File: src/hdl/p2c_pkg.sv
// ----------------------------------------------------------------------------
// p2c_pkg
// Shared constants and types of the planar to chunky converter.
// ----------------------------------------------------------------------------
package p2c_pkg;

  // widest image row the line store holds
  localparam int unsigned MAX_WIDTH = 1024;

  // one line store row holds the eight pixels of one plane byte
  localparam int unsigned PIX_PER_BYTE = 8;
  localparam int unsigned LS_DEPTH     = MAX_WIDTH / PIX_PER_BYTE;
  localparam int unsigned LS_AW        = (LS_DEPTH > 1) ? $clog2(LS_DEPTH) : 1;
  localparam int unsigned ROW_W        = 8 * PIX_PER_BYTE;

  // pixel position arithmetic, wide enough for the row width register and MAX_WIDTH
  localparam int unsigned XW = 13;

  // configuration register widths
  localparam int unsigned CFG_IDX_W  = 2;
  localparam int unsigned CFG_DATA_W = 16;

  typedef enum logic [CFG_IDX_W-1:0] {
    REG_PLANE_COUNT   = 2'd0,
    REG_ROW_WIDTH     = 2'd1,
    REG_BYTES_PER_ROW = 2'd2,
    REG_IMAGE_HEIGHT  = 2'd3
  } cfg_reg_e;

  // finished pixels of one last-plane byte, leftmost pixel in the top byte
  typedef struct packed {
    logic [ROW_W-1:0] pixels;
    logic [3:0]       count;
    logic             row_end;
    logic             image_end;
  } burst_t;

endpackage

File: src/hdl/p2c_if.sv


interface p2c_out_if;
  logic       valid;
  logic       ready;
  logic [7:0] pixel;
  logic       row_end;
  logic       image_end;
  logic       burst_end;

  modport source (output valid, output pixel, output row_end, output image_end,
                  output burst_end, input ready);
  modport sink   (input valid, input pixel, input row_end, input image_end,
                  input burst_end, output ready);
endinterface

File: src/hdl/p2c_serializer.sv
// ----------------------------------------------------------------------------
// p2c_serializer
// Holds a burst of finished pixels; one leaves per cycle while out_o.ready.
// ----------------------------------------------------------------------------
module p2c_serializer
  import p2c_pkg::*;
(
  input  logic     clk_i,
  input  logic     rst_ni,
  input  logic     load_i,
  input  burst_t   burst_i,
  output logic     free_o,
  p2c_out_if.source out_o
);

  logic [ROW_W-1:0] data_q, data_d;
  logic [3:0]       cnt_q, cnt_d;
  logic             row_end_q, row_end_d;
  logic             img_end_q, img_end_d;
  logic             last_px;
  logic             emit;

  assign emit    = out_o.valid && out_o.ready;
  assign last_px = (cnt_q == 4'd1);
  assign free_o  = (cnt_q == 4'd0) || (last_px && out_o.ready);

  assign out_o.valid     = (cnt_q != 4'd0);
  assign out_o.pixel     = data_q[ROW_W-1 -: 8];
  assign out_o.burst_end = last_px;
  assign out_o.row_end   = last_px && row_end_q;
  assign out_o.image_end = last_px && img_end_q;

  always_comb begin
    data_d    = data_q;
    cnt_d     = cnt_q;
    row_end_d = row_end_q;
    img_end_d = img_end_q;
    priority if (load_i && free_o) begin
      data_d    = burst_i.pixels;
      cnt_d     = burst_i.count;
      row_end_d = burst_i.row_end;
      img_end_d = burst_i.image_end;
    end else if (emit) begin
      data_d = {data_q[ROW_W-9:0], 8'h00};
      cnt_d  = cnt_q - 4'd1;
    end
  end

  always_ff @(posedge clk_i or negedge rst_ni) begin
    if (!rst_ni) begin
      cnt_q <= 4'd0;
    end else begin
      cnt_q <= cnt_d;
    end
  end

  always_ff @(posedge clk_i) begin
    data_q    <= data_d;
    row_end_q <= row_end_d;
    img_end_q <= img_end_d;
  end

endmodule
File: src/flat_wrapper.sv
// flat-port wrapper written by rule: the top's interface ports become plain ports
module p2c_serializer_flat import p2c_pkg::*;
  (clk_i, rst_ni, load_i, burst_i, free_o, out_o_valid, out_o_pixel, out_o_row_end, out_o_image_end, out_o_burst_end, out_o_ready);
  p2c_out_if out_o_i ();
  input  logic clk_i;
  input  logic rst_ni;
  input  logic load_i;
  input  burst_t burst_i;
  output logic free_o;
  output wire logic [$bits(out_o_i.valid)-1:0] out_o_valid;
  output wire logic [$bits(out_o_i.pixel)-1:0] out_o_pixel;
  output wire logic [$bits(out_o_i.row_end)-1:0] out_o_row_end;
  output wire logic [$bits(out_o_i.image_end)-1:0] out_o_image_end;
  output wire logic [$bits(out_o_i.burst_end)-1:0] out_o_burst_end;
  input wire logic [$bits(out_o_i.ready)-1:0] out_o_ready;
  assign out_o_valid = out_o_i.valid;
  assign out_o_pixel = out_o_i.pixel;
  assign out_o_row_end = out_o_i.row_end;
  assign out_o_image_end = out_o_i.image_end;
  assign out_o_burst_end = out_o_i.burst_end;
  assign out_o_i.ready = out_o_ready;
  p2c_serializer u_core (.clk_i(clk_i), .rst_ni(rst_ni), .load_i(load_i), .burst_i(burst_i), .free_o(free_o), .out_o(out_o_i));
endmodule
File: config.mk
export PLATFORM = sky130hd
export DESIGN_NAME = p2c_serializer_flat
export DESIGN_NICKNAME = d
export VERILOG_FILES = /design/src/hdl/p2c_pkg.sv /design/src/hdl/p2c_if.sv /design/src/hdl/p2c_serializer.sv /design/src/flat_wrapper.sv
export SDC_FILE = /design/constraint.sdc
export NUM_CORES = 1
export LEC_CHECK = 0
export BUFFER_PORTS_ARGS = -buffer_cell sky130_fd_sc_hd__buf_2
export CAP_MARGIN = 5
export CORE_ASPECT_RATIO = 1.75
export CORE_MARGIN = 3
export CORE_UTILIZATION = 40
export DETAILED_ROUTE_END_ITERATION = 7
export PLACE_DENSITY_LB_ADDON = 0.3
export SLEW_MARGIN = 20
export SYNTH_ARGS = -nofsm -noshare
export SYNTH_HDL_FRONTEND = slang
export SYNTH_SLANG_ARGS = --single-unit
File: constraint.sdc
create_clock -name clk_i -period 1.8 [get_ports clk_i]
set_input_delay 0.18 -clock clk_i [delete_from_list [all_inputs] [get_ports clk_i]]
set_output_delay 0.18 -clock clk_i [all_outputs]
set_load 0.03 [all_outputs]
# Yosys cells after proc, flatten, opt, wreduce, memory -nomap -nowiden
# Cells that the tools add are included.
# W data, S select, Z words.
# totals
regBits	70
inputBits	74
# op_classes
addsub	1
n_eq_ne	1
muxes	4
n_reduce_logical	9
# op_table
cell	n
$mux W64	2
$mux W4	2
$logic_and A1 B1 Y1	5
$eq A4 B1 Y1 const B	1
$logic_not A4 Y1	1
$reduce_bool A4 Y1	1
$sub A4 B1 Y4 const B	1
$reduce_bool A2 Y1	1
$logic_or A1 B1 Y1	1

# Logic depth before layout (Yosys ltp)
# logic_depth
depth_word	5
depth_mapped	10

# Worst setup path after synthesis
# Ideal clock, no wire load.
# synth_timing
path_kind	reg-to-reg
from	reg u_core.cnt_q[0]
to	reg u_core.cnt_q[0]
setup_time_ns	0.084
arrival_ns	1.787
required_ns	1.716
setup_slack_ns	-0.071
path_stages_with_launch	7
synth_period_minus_slack_ns	1.871
cell_sequence	dfrtp_1 > inv_1 > ha_1 > nor3b_2 > mux2_4 > o22ai_1 > a31oi_1
# synth_via
elab_chain_cells	5
# synth_lines
element	line_no	rtl
from (decl)	p2c_serializer.sv:17	logic [3:0] cnt_q, cnt_d;
from (signal assigned)	p2c_serializer.sv:53	cnt_q <= cnt_d;
parallel branches: the longest is 5 deep, another holds $sub A4 B1 Y4	n/a	
# Several ways; the timed one is not identified. The select of a mux whose other input is x is not followed.
# A chain may end at the register's enable or synchronous reset.

# Final worst setup path
# layout_timing
from	reg u_core.cnt_q[1]
to	reg u_core.data_q[22] (enable)
# layout_via
elab_chain_cells	5
# layout_lines
element	line_no	rtl
$eq A4 B1 Y1	p2c_serializer.sv:24	assign last_px = (cnt_q == 4'd1);
$logic_and A1 B1 Y1	p2c_serializer.sv:25	assign free_o = (cnt_q == 4'd0) || (last_px && out_o.ready);
$logic_or A1 B1 Y1	p2c_serializer.sv:25	
$logic_and A1 B1 Y1	p2c_serializer.sv:38	priority if (load_i && free_o) begin
$reduce_bool A2 Y1 (no source line) (*)	n/a	
to (signal assigned)	p2c_serializer.sv:58	data_q <= data_d;
to (decl)	p2c_serializer.sv:16	logic [ROW_W-1:0] data_q, data_d;
# Every way passes the cells marked *; elsewhere a longest branch is shown, timed or not.

==> out/qor.yml <==
finish.utilization_pct: 54.27
htree_levels: 3
hpwl_mm: 4.238
synth-compound-area-share_pct: 1.989
cts_buffers: 9
final_area_um2: 4135
clkTransAtPathRegs_ns: 0.05
synth_nets: 379
top_usage_layer: "met2"
slew_headroom_pct: 83.11
root_buffer: "clkbuf_16"
grt_first_pass_wirelength_mm: 9.756
crit_path_end_kind: "flop"
p_leak_nw: 1.961
r2r-start: "u_core.cnt_q[1]$_DFFE_PN0P_"
synthAdderAreaFrac_pct: 1.193
grt_util_met2_pct: 24.78
die_w_um: 73.04
avgSynthCellArea_um2: 10.42
die_area_um2: 9006
drt_first_pass_iters: 4
numPortBuffers: 86
placedInstanceArea_um2: 3675
reg2reg_depth: 5
final_common_cell: "nand2_1"
diodes: 0
max_freq_mhz: 552.0
power_density_nw_per_um2: 1290
hold_end: "u_core.row_end_q$_DFFE_PP_"
multi_input_area_um2: 924.6
worst_slew_pin_slew_ns: 0.2514
pre_cts_ws_ns: -0.05516
status: "finished, violations left"
synth_cells: 302
rsz0062_at_grt: "yes"
violations: "negative setup slack"
cp_cell_sequence: "inv_2 -> ha_4 -> nor3b_4 -> mux2_8 -> buf_12"
wl_mm: 6.577
fin_crit_ns: 1.812
fin_crit_sh_pct: 100.7
mostFrequentLayoutCells: "172 x nand2_1, 85 x buf_2, 66 x edfxtp_1"
hp-start: "burst_i[1]"
tritoncts: "built"
grt_pass1_vias: 2131
synth-simple-area-share_pct: 23.83
cts.sinks: 70
worst-endpoint-arrival_ns: 1.89
gp_congestion: 0.7052
die-height_um: 123.3
setup.worst_path.class: "flop to flop"
fin_skew_ns: 0.004720
yosysSeqAreaShare_pct: 66.19
postRouteAntennaNets: 0
grt_usage_pct: 14.41
yosysWarnings: 0
drt-initial-drc-count: 97
min_path_type: "input port to flop"
synthMuxAreaShare_pct: 0.7955
drive_above_1_share_pct: 31.59
grt_util_met3_pct: 2.360
path_max_fanout: 30
syn_area_um2: 3146
cp_num_buf_inv: 2
cp_top_family: "multiplexers"
clk_latency_ns: 0.32
maxCapViolCount: 0
whs_path_depth: 1
worst-endpoint-required_ns: 1.87
fp.coreArea_um2: 7620
r2r_slack_ns: -0.01
clockBufferDepth: 2
fin_nets: 474
finalSetupViolations: 30
hold_violations: 0
rr_endpoint: "u_core.data_q[22]$_DFFE_PP_"
ios: 87
critPathSlowestCell: "mux2_8"
ir_worst_vdd_mv: 0.8926
setup_slack_ns: -0.01172
fill_cells: 666
worstSetupStartpointType: "flop"
initial_core_util_pct: 41.28
viasPerCell: 4.627
synth_xor_area_share_pct: 0
synth_top_family_by_area: "simple AND/OR/NAND/NOR gates"
wl_per_cell_um: 13.42
synth-seq-cells: 70
drcViolationCount: 0
syn2layout_area_growth_pct: 31.46
synth.distinct_cells: 24
via_count: 2267
grt_overflow: 0
regArea_um2: 2082
use_met1_pct: 17.00
grt_antenna_before_repair: 0
maxSlewViolCount: 0
grt_max_degree: 39
max_stage_delay_ns: 0.45
rows: 42
worst_hold_slack_ns: 0.03385
## stage by stage
step / instances / TNS, ns / power (mW)
after floorplan: 302 / 0 / 3.080
after global placement: 464 / 0 / 3.347
after detailed placement: 464 / -3.025 / 3.395
after CTS: 484 / 0 / 5.255
after global routing: 490 / -2.315 / 5.616
final: 490 / -0.2608 / 5.333
## flip-flops by register name, indices dropped and copies added, names as in the netlist
name / flops
u_core.img_end_q: 1
u_core.data_q: 64
u_core.row_end_q: 1
u_core.cnt_q: 4
## synth_stat cells
library cell,instances,area (um^2)
a22oi_2,1,12.51
buf_2,8,40.04
a22oi_1,1,7.510
inv_4,1,6.260
inv_1,6,22.52
o21ai_1,4,20.02
and3_1,2,12.51
and2_1,9,56.30
dfrtp_1,4,100.1
mux2i_1,1,10.01
nor2_2,1,6.260
buf_6,4,45.04
nor2_1,1,3.750
buf_4,10,75.07
nor3b_2,1,12.51
mux2_4,1,15.01
ha_1,3,37.54
nand3b_1,1,7.510
nand2_1,172,645.6
nor3_1,1,5.000
o22ai_1,1,6.260
a31oi_1,1,6.260
a21oi_1,2,10.01
edfxtp_1,66,1982
## power breakdown
group	switching, mW	total [mW]	internal (mW)
registers	0.135	2.35	2.21
clock network	0.606	1.81	1.20
logic	0.659	1.18	0.516
total	1.40	5.33	3.93
## layer usage
layer  vias up  wire length [um]
li1       1165                 -
met1      1010              2598
met2        78              3449
met3        14               367
met4         0               162
met5         -                 0
## final cells by class
type	count	area share, %
Sequential cell	70	50.35
Multi-Input combinational cell	204	22.36
Timing Repair Buffer	105	16.52
Clock buffer	11	5.628
Tap cell	88	2.663
Clock inverter	5	1.785
Inverter	7	0.6959
## how the worst max path moves through the flow
stage          slack (ns)                         from  cells past startpoint                              to
6_report            -0.01  u_core.cnt_q[1]$_DFFE_PN0P_                      5     u_core.data_q[22]$_DFFE_PP_
5_1_grt             -0.05  u_core.cnt_q[1]$_DFFE_PN0P_                      5     u_core.data_q[22]$_DFFE_PP_
4_1_cts              0.01  u_core.cnt_q[1]$_DFFE_PN0P_                      5  u_core.data_q[7]$_SDFFCE_PN0P_
3_5_place_dp        -0.06  u_core.cnt_q[1]$_DFFE_PN0P_                      5     u_core.data_q[16]$_DFFE_PP_
3_3_place_gp         0.04  u_core.cnt_q[1]$_DFFE_PN0P_                      5     u_core.data_q[15]$_DFFE_PP_
2_1_floorplan        0.03  u_core.cnt_q[0]$_DFFE_PN0P_                      6     u_core.cnt_q[0]$_DFFE_PN0P_
## cell families (layout without fill, tap and decap cells)
logic type,count (synthesis),count (layout)
AND/OR/NAND/NOR,188,188
adder cells (fa/ha/maj),3,3
AO/OA/AOI/OAI,10,10
buffers and inverters,29,128
multiplexers,2,3
flip-flops,70,70
## worst register-to-register path, delay by kind of cell (launching register included)
family                     cells  cell delay (ns)
buffers and inverters          2             0.30
muxes                          1             0.45
DFF                            1             0.41
and+or+nand+nor                1             0.25
adders and majority gates      1             0.14
## timing repair
| item | in CTS | in global routing |
|---|---|---|
| endpoints found under the setup margin | 63 | 94 |
| hold buffers | 1 | 0 |
| pin swaps | 0 | 1 |
| resized for setup | 5 | 3 |
| hold endpoints to repair | 4 | 0 |
| setup buffers | 2 | 3 |
| cloned | 1 | 3 |
(Power assumes the default switching activity.)
